--- src/hdl/cah_pkg.sv ---
`default_nettype none

package cah_pkg;

	localparam int DEF_CHANNELS = 16;

	localparam logic [1:0] LVL_OK   = 2'd0;
	localparam logic [1:0] LVL_WARN = 2'd1;
	localparam logic [1:0] LVL_CRIT = 2'd2;

	localparam logic [2:0] SEL_CRIT_HI = 3'd0;
	localparam logic [2:0] SEL_CRIT_LO = 3'd1;
	localparam logic [2:0] SEL_WARN_HI = 3'd2;
	localparam logic [2:0] SEL_WARN_LO = 3'd3;
	localparam logic [2:0] SEL_HYST    = 3'd4;

	localparam logic CMD_SAMPLE = 1'b0;
	localparam logic CMD_LOAD   = 1'b1;

	typedef struct packed {
		logic               cmd;
		logic [3:0]         channel;
		logic signed [15:0] sample_value;
		logic               sample_valid;
		logic [2:0]         limit_select;
		logic               limit_enabled;
	} in_item_t;

	typedef struct packed {
		logic [1:0] level;
		logic [1:0] worst_level;
	} out_item_t;

	typedef struct packed {
		logic               en;
		logic signed [15:0] val;
	} limit_t;

	typedef struct packed {
		logic [1:0]         level;
		limit_t             crit_hi;
		limit_t             crit_lo;
		limit_t             warn_hi;
		limit_t             warn_lo;
		logic signed [15:0] hyst;
	} chan_rec_t;

	localparam chan_rec_t REC_RESET = '0;

	function automatic logic past_high(input limit_t l, input logic signed [15:0] v);
		return l.en && (v >= l.val);
	endfunction

	function automatic logic past_low(input limit_t l, input logic signed [15:0] v);
		return l.en && (v <= l.val);
	endfunction

	// limit minus hysteresis formed at 17 bits, never overflows
	function automatic logic clear_high(input limit_t l, input logic signed [15:0] v,
			input logic signed [15:0] h);
		logic signed [16:0] v17;
		logic signed [16:0] t17;
		v17 = {v[15], v};
		t17 = $signed({l.val[15], l.val}) - $signed({h[15], h});
		return !l.en || (v17 < t17);
	endfunction

	function automatic logic clear_low(input limit_t l, input logic signed [15:0] v,
			input logic signed [15:0] h);
		logic signed [16:0] v17;
		logic signed [16:0] t17;
		v17 = {v[15], v};
		t17 = $signed({l.val[15], l.val}) + $signed({h[15], h});
		return !l.en || (v17 > t17);
	endfunction

endpackage

`default_nettype wire

--- src/hdl/cah_store.sv ---
`default_nettype none

module cah_store #(
	parameter int CHANNELS = cah_pkg::DEF_CHANNELS,
	parameter int IDX_W    = (CHANNELS > 1) ? $clog2(CHANNELS) : 1
) (
	input  wire                     clk,
	input  wire                     arst_n,
	input  wire                     rd_en,
	input  wire  [IDX_W-1:0]        rd_idx,
	output cah_pkg::chan_rec_t      rd_rec,
	input  wire                     wr_en,
	input  wire  [IDX_W-1:0]        wr_idx,
	input  cah_pkg::chan_rec_t      wr_data
);
	import cah_pkg::*;

	chan_rec_t           mem_q [CHANNELS];
	chan_rec_t           rd_data_q;
	chan_rec_t           byp_q;
	logic [CHANNELS-1:0] vld_q;
	logic                rd_vld_q;
	logic                fwd_q;

	always_ff @(posedge clk) begin
		if (wr_en) begin
			mem_q[wr_idx] <= wr_data;
			byp_q         <= wr_data;
		end
		if (rd_en) begin
			rd_data_q <= mem_q[rd_idx];
		end
	end

	always_ff @(posedge clk or negedge arst_n) begin
		if (!arst_n) begin
			vld_q    <= '0;
			rd_vld_q <= 1'b0;
			fwd_q    <= 1'b0;
		end else begin
			if (wr_en) begin
				vld_q[wr_idx] <= 1'b1;
			end
			if (rd_en) begin
				rd_vld_q <= vld_q[rd_idx];
				// the write on this same edge is not yet in the read data
				fwd_q    <= wr_en && (wr_idx == rd_idx);
			end
		end
	end

	assign rd_rec = fwd_q ? byp_q : (rd_vld_q ? rd_data_q : REC_RESET);

endmodule

`default_nettype wire

--- src/hdl/cah_classify.sv ---
`default_nettype none

module cah_classify (
	input  cah_pkg::in_item_t  item,
	input  cah_pkg::chan_rec_t rec,
	output cah_pkg::chan_rec_t new_rec
);
	import cah_pkg::*;

	logic signed [15:0] v;
	logic [1:0]         raw;
	logic [1:0]         cur;
	logic               warn_clear;
	logic               crit_clear;

	always_comb begin
		v          = item.sample_value;
		cur        = rec.level;
		warn_clear = clear_high(rec.warn_hi, v, rec.hyst) && clear_low(rec.warn_lo, v, rec.hyst);
		crit_clear = clear_high(rec.crit_hi, v, rec.hyst) && clear_low(rec.crit_lo, v, rec.hyst);

		if (past_high(rec.crit_hi, v) || past_low(rec.crit_lo, v)) begin
			raw = LVL_CRIT;
		end else if (past_high(rec.warn_hi, v) || past_low(rec.warn_lo, v)) begin
			raw = LVL_WARN;
		end else begin
			raw = LVL_OK;
		end

		new_rec = rec;
		if (item.cmd == CMD_LOAD) begin
			case (item.limit_select)
				SEL_CRIT_HI: begin
					new_rec.crit_hi.en  = item.limit_enabled;
					new_rec.crit_hi.val = v;
				end
				SEL_CRIT_LO: begin
					new_rec.crit_lo.en  = item.limit_enabled;
					new_rec.crit_lo.val = v;
				end
				SEL_WARN_HI: begin
					new_rec.warn_hi.en  = item.limit_enabled;
					new_rec.warn_hi.val = v;
				end
				SEL_WARN_LO: begin
					new_rec.warn_lo.en  = item.limit_enabled;
					new_rec.warn_lo.val = v;
				end
				SEL_HYST: begin
					new_rec.hyst = v;
				end
				default: begin
				end
			endcase
		end else if (item.sample_valid) begin
			if (raw > cur) begin
				new_rec.level = raw;
			end else if (raw < cur) begin
				if (cur == LVL_CRIT) begin
					// drop from critical lands on warning unless warning is clear too
					if (crit_clear) begin
						new_rec.level = (raw == LVL_OK && warn_clear) ? LVL_OK : LVL_WARN;
					end
				end else if (cur == LVL_WARN) begin
					if (warn_clear) begin
						new_rec.level = LVL_OK;
					end
				end
			end
		end
	end

endmodule

`default_nettype wire

--- src/hdl/cah_worst.sv ---
`default_nettype none

module cah_worst #(
	parameter int CHANNELS = cah_pkg::DEF_CHANNELS
) (
	input  wire        clk,
	input  wire        arst_n,
	input  wire        upd,
	input  wire  [1:0] old_level,
	input  wire  [1:0] new_level,
	output logic [1:0] worst
);
	import cah_pkg::*;

	localparam int CW = $clog2(CHANNELS + 1);

	logic [CW-1:0] crit_cnt_q;
	logic [CW-1:0] warn_cnt_q;
	logic [CW-1:0] crit_cnt_d;
	logic [CW-1:0] warn_cnt_d;

	// per-level channel counts; move one channel between counts per write
	always_comb begin
		crit_cnt_d = crit_cnt_q;
		warn_cnt_d = warn_cnt_q;
		if (upd) begin
			crit_cnt_d = crit_cnt_q + CW'(new_level == LVL_CRIT) - CW'(old_level == LVL_CRIT);
			warn_cnt_d = warn_cnt_q + CW'(new_level == LVL_WARN) - CW'(old_level == LVL_WARN);
		end
		if (crit_cnt_d != '0) begin
			worst = LVL_CRIT;
		end else if (warn_cnt_d != '0) begin
			worst = LVL_WARN;
		end else begin
			worst = LVL_OK;
		end
	end

	always_ff @(posedge clk or negedge arst_n) begin
		if (!arst_n) begin
			crit_cnt_q <= '0;
			warn_cnt_q <= '0;
		end else begin
			crit_cnt_q <= crit_cnt_d;
			warn_cnt_q <= warn_cnt_d;
		end
	end

endmodule

`default_nettype wire

--- src/hdl/channel_alarm_hysteresis.sv ---
// Per-channel alarm classifier with hysteresis.
// Input channel (item, item_valid, item_stall): each beat either loads one
// limit of a channel (cmd = 1) or classifies a sample (cmd = 0) as OK, WARN
// or CRIT. Output channel (result, result_valid, result_stall): exactly one
// beat per input beat, in order, with the channel's level and the worst
// level over all channels after that item.
// An accepted item is registered in the update stage, then in the result
// register. Throughput: one item per cycle unless result_stall holds a
// pending result. Each channel's limits and level live in one record
// memory; an item reads its record on acceptance, and the update stage
// writes it back when the item advances. A write that lands on the same
// edge as the read of the same channel is forwarded, so back-to-back items
// on one channel are fine. Reset: all limits disabled, all levels OK; the
// block takes items as soon as reset is released.
// When result_stall is high with a result pending, the next item holds in
// the update stage and item_stall rises in the same cycle.
`default_nettype none

module channel_alarm_hysteresis #(
	parameter int CHANNELS = cah_pkg::DEF_CHANNELS
) (
	input  wire                 clk,
	input  wire                 arst_n,
	input  cah_pkg::in_item_t   item,
	input  wire                 item_valid,
	output logic                item_stall,
	output cah_pkg::out_item_t  result,
	output logic                result_valid,
	input  wire                 result_stall
);
	import cah_pkg::*;

	localparam int IDX_W  = (CHANNELS > 1) ? $clog2(CHANNELS) : 1;
	localparam int CH_EXT = (IDX_W > 4) ? IDX_W : 4;

	logic              accept;
	logic              adv_s1;
	logic              valid_s1;
	in_item_t          item_s1;
	logic              in_range_s1;
	logic [CH_EXT-1:0] ch_ext;
	logic [IDX_W-1:0]  rd_idx;
	logic [IDX_W-1:0]  idx_s1;
	logic              in_range;
	chan_rec_t         rec;
	chan_rec_t         new_rec;
	logic              wr_en;
	logic [1:0]        worst;
	out_item_t         result_q;
	logic              result_valid_q;

	assign ch_ext   = CH_EXT'(item.channel);
	assign rd_idx   = ch_ext[IDX_W-1:0];
	assign in_range = int'(item.channel) < CHANNELS;

	assign accept     = item_valid && !item_stall;
	assign adv_s1     = valid_s1 && (!result_valid_q || !result_stall);
	assign item_stall = valid_s1 && !adv_s1;
	assign wr_en      = adv_s1 && in_range_s1;

	always_ff @(posedge clk or negedge arst_n) begin
		if (!arst_n) begin
			valid_s1       <= 1'b0;
			result_valid_q <= 1'b0;
		end else begin
			valid_s1 <= accept || (valid_s1 && !adv_s1);
			if (adv_s1) begin
				result_valid_q <= 1'b1;
			end else if (!result_stall) begin
				result_valid_q <= 1'b0;
			end
		end
	end

	always_ff @(posedge clk) begin
		if (accept) begin
			item_s1     <= item;
			idx_s1      <= rd_idx;
			in_range_s1 <= in_range;
		end
		if (adv_s1) begin
			result_q.level       <= in_range_s1 ? new_rec.level : LVL_OK;
			result_q.worst_level <= worst;
		end
	end

	cah_store #(
		.CHANNELS (CHANNELS),
		.IDX_W    (IDX_W)
	) u_store (
		.clk     (clk),
		.arst_n  (arst_n),
		.rd_en   (accept && in_range),
		.rd_idx  (rd_idx),
		.rd_rec  (rec),
		.wr_en   (wr_en),
		.wr_idx  (idx_s1),
		.wr_data (new_rec)
	);

	cah_classify u_classify (
		.item    (item_s1),
		.rec     (rec),
		.new_rec (new_rec)
	);

	cah_worst #(
		.CHANNELS (CHANNELS)
	) u_worst (
		.clk       (clk),
		.arst_n    (arst_n),
		.upd       (wr_en),
		.old_level (rec.level),
		.new_level (new_rec.level),
		.worst     (worst)
	);

	assign result       = result_q;
	assign result_valid = result_valid_q;

	a_worst_covers_level: assert property (@(posedge clk) disable iff (!arst_n)
		result_valid |-> result.worst_level >= result.level)
		else $error("worst level below channel level");

	a_stall_only_when_busy: assert property (@(posedge clk) disable iff (!arst_n)
		item_stall |-> valid_s1)
		else $error("input stalled with empty update stage");

	a_advance_fills_output: assert property (@(posedge clk) disable iff (!arst_n)
		adv_s1 |=> result_valid)
		else $error("advanced item did not reach the output register");

endmodule

`default_nettype wire

--- config.mk ---
export PLATFORM = sky130hd
export DESIGN_NAME = channel_alarm_hysteresis
export DESIGN_NICKNAME = d
export VERILOG_FILES = /design/src/hdl/cah_pkg.sv /design/src/hdl/cah_store.sv /design/src/hdl/cah_classify.sv /design/src/hdl/cah_worst.sv /design/src/hdl/channel_alarm_hysteresis.sv
export SDC_FILE = /design/constraint.sdc
export NUM_CORES = 2
export LEC_CHECK = 0
export ABC_AREA = 0
export BUFFER_PORTS_ARGS = -buffer_cell sky130_fd_sc_hd__buf_2
export CORE_UTILIZATION = 45
export CTS_CLUSTER_SIZE = 16
export DETAILED_ROUTE_END_ITERATION = 10
export SYNTH_ARGS = -nofsm -noshare
export SYNTH_HDL_FRONTEND = slang
export SYNTH_HIERARCHICAL = 1
export SYNTH_SLANG_ARGS = --single-unit
--- constraint.sdc ---
create_clock -name clk -period 20.8 [get_ports clk]
set_input_delay 2.08 -clock clk [delete_from_list [all_inputs] [get_ports clk]]
set_output_delay 2.08 -clock clk [all_outputs]
set_load 0.1 [all_outputs]
==> metrics <==
Final min period 8.82 ns; hold depth 1; total internal power 6.22 mW; Post-synth top flop edfxtp_1; global-route wire length before repair 242 mm; Worst R2R Setup Slack 11.98 ns; root buffer cell clkbuf_16; largest cells by area after synthesis edfxtp_1, mux4_2, ha_1, a22o_1, dfrtp_1; Nets 3,821; CP Capture Type register; CTS Buffer Depth 3; cell taking the most area after synthesis edfxtp_1; CTS clk-pin slew, worst paths 0.06 ns; drt pass-1 iters 5; RSZ-0062 raised after global routing false; grt total ovfl 0; Worst Path Max Fanout 57; Switching Share 27.6%; Worst path slowest cell nor2b_4; Synth Area per Inst 19.9 um2; Initial Util 45.5%; Reg-to-Reg Start u_store/fwd_q; Routed WL 166 mm; number of diodes 0; Fillers 11,714; via count 33,913; post-route clock skew 0.0221 ns; sequential cell area fraction in the yosys report 71.4%; largest net degree at the start of global routing 118; Post-Synthesis Cells 3,384; Synth async-reset ratio 1.87%; Layout Cells excl Fill 5,638; Routed wire per std cell 29.5 um; # Post-CTS Setup Buffers 0; Required @ worst endpoint 21.34 ns; FF-to-FF path depth 29; starting DRC count in detailed routing 3,352; Arr. time, crit path 9.36 ns; hold_sp u_store/vld_q[7]; commonest non-fill, non-tap cells in the layout edfxtp_1, mux4_2, ha_1; PwrDens 113 mW/mm2; Cells after DPL 5,344; Resized Gates After CTS 0; most common cell after layout, fill and taps aside edfxtp_1; Slew Limit Fails 0; Slowest Stage Delay on Critical Path 0.75 ns; endpoints failing setup 0; post-DP HPWL 94.1 mm; Synth Register Bits 1,608; Clock Latency Late Sink 0.80 ns; vias in the first global route 34,208; drt via density 6.02; clk sink count 1,608; status finished clean; hold-fix buffers at CTS 0; maximum VDD drop 82.5 uV; Hold EP u_store/vld_q[7]; crit start category register; cell area after synthesis 0.0674 mm2; num rows 141; Tot GR Track Use 22.2%; Most common cell on crit path a21oi_1; share of cells above drive strength 1 24.8%; Crit Path Class reg2reg; Synth Net Count 3,626; Post-synth EDFFs 1,578; final core occ 51.1%; max-cap violations 0; die area 0.151 mm2; worst-case headroom to the max-slew limit 14.9%; Die W 389 um; worst-margin pin slew 1.27 ns; chip height 389 um; sw power 2.36 mW; Netlist cell types 82; r2r endpoint result[1]; residual DRC count 0; FMAX 113 MHz; Hold Crit Class reg2reg; dpl ws 12.00 ns; initial antenna violation count 4; Post-DRT Antenna Nets 0; htree depth 4; CTS tree done; Final Worst Setup Slack 11.98 ns; Gate power share 20.6%; fin crit share 42.4%; share of the synthesized area in the top cell type 70.3%; Final GP Congestion 0.935; core area 0.148 mm2; IO Pins 36; IO Port Bufs 35; Ys Warns 6; Clk pwr share 33.3%; Layout Area Growth over Synthesis 12.2%; Leak 25.3 nW; TritonCTS Buffers 163; Seq pwr share 46.1%; Final TNS setup 0 ns; Final Hold Fails 0
-- power by group through the flow --
| stage | clock network (mW) | registers [mW] | logic, mW |
|---|---|---|---|
| after floorplan | 0 | 4.04 | 1.19 |
| after global placement | 0 | 4.02 | 1.73 |
| after detailed placement | 0 | 4.03 | 1.75 |
| after CTS | 2.91 | 3.96 | 1.76 |
| after global routing | 3.04 | 3.97 | 1.95 |
| final | 2.86 | 3.96 | 1.76 |
-- logic make-up after synthesis --
group | after synthesis | share of synthesized area [%]
compound gates | 403 | 4.11
xor+xnor | 53 | 0.688
fa+ha+maj | 212 | 4.00
buf+inv | 257 | 1.87
flops | 1608 | 71.4
mux | 465 | 15.0
simple gates | 386 | 2.92
-- state kept, by name, summed over array words and instances, names as in the netlist --
name	cells
result	4
u_worst/crit_cnt_q	5
u_store/rd_data_q	86
idx_s1	4
valid_s1	1
u_worst/warn_cnt_q	5
u_store/fwd_q	1
u_store/rd_vld_q	1
u_store/byp_q	86
item_s1	22
result_valid	1
u_store/vld_q	16
u_store/mem_q	1376
-- worst max-delay path, delay by kind of cell, from the launching register on --
family,cells,cell delay [ns]
compound gates,14,3.22
simple gates,6,1.73
fa+ha+maj,4,1.31
buf+inv,3,1.12
flops,1,0.69
mux,1,0.24
xor+xnor,1,0.14
-- synthesized netlist by cell type (all sizes together) (12+ instances only) --
| cell | number |
|---|---|
| nor3 | 29 |
| xnor2 | 23 |
| o21ai | 112 |
| nand4 | 15 |
| dfrtp | 30 |
| and3 | 14 |
| nor2 | 54 |
| buf | 69 |
| edfxtp | 1578 |
| a22o | 87 |
| nand2 | 125 |
| xor2 | 30 |
| clkbuf | 68 |
| mux4 | 434 |
| nor2b | 22 |
| nand2b | 20 |
| a21oi | 81 |
| mux2 | 22 |
| or2 | 25 |
| ha | 206 |
| o211ai | 14 |
| a21o | 19 |
| a31oi | 12 |
| inv | 120 |
| nand3 | 36 |
-- cell type report --
class                      count  area (um2)  area share [%]
sequential                  1608       48100            63.6
multi-input combinational   1519       18200            24.0
clock buffer                 209        4410            5.82
tap                         1930        2410            3.19
timing repair buffer         167        1250            1.65
clock inverter                85         796            1.05
inverter                     120         450           0.595
-- how the worst max path moves through the flow --
stage	cells past startpoint	endpoint	startpoint	slack, ns
detailed placement	29	result[1]	u_store/fwd_q	12.00
finish	29	result[1]	u_store/fwd_q	11.98
global route	29	result[1]	u_store/fwd_q	11.51
floorplan	4	u_store/vld_q[12]	result_stall	3.86
global placement	29	result[1]	u_store/fwd_q	12.16
CTS	29	result[1]	u_store/fwd_q	11.99
-- per-layer routing --
| metal | share of wire, % | up-vias | GRT usage, % |
|---|---|---|---|
| met2 | 47 | 1142 | 34.4 |
| met4 | 1.6 | 0 | 4.96 |
| met1 | 45 | 18134 | 33.1 |
| met5 | 0 | - | 0 |
| li1 | - | 14454 | - |
| met3 | 6.7 | 183 | 3.88 |
-- through the flow --
stage	hold slack, ns	power, mW	instance area [um2]
2_1_floorplan	0.434	5.22	67400
3_3_place_gp	0.447	5.76	70500
3_5_place_dp	0.448	5.78	70500
4_1_cts	0.465	8.63	75700
5_1_grt	0.478	8.96	75700
6_report	0.464	8.58	75700
(Power assumes the default switching activity.)
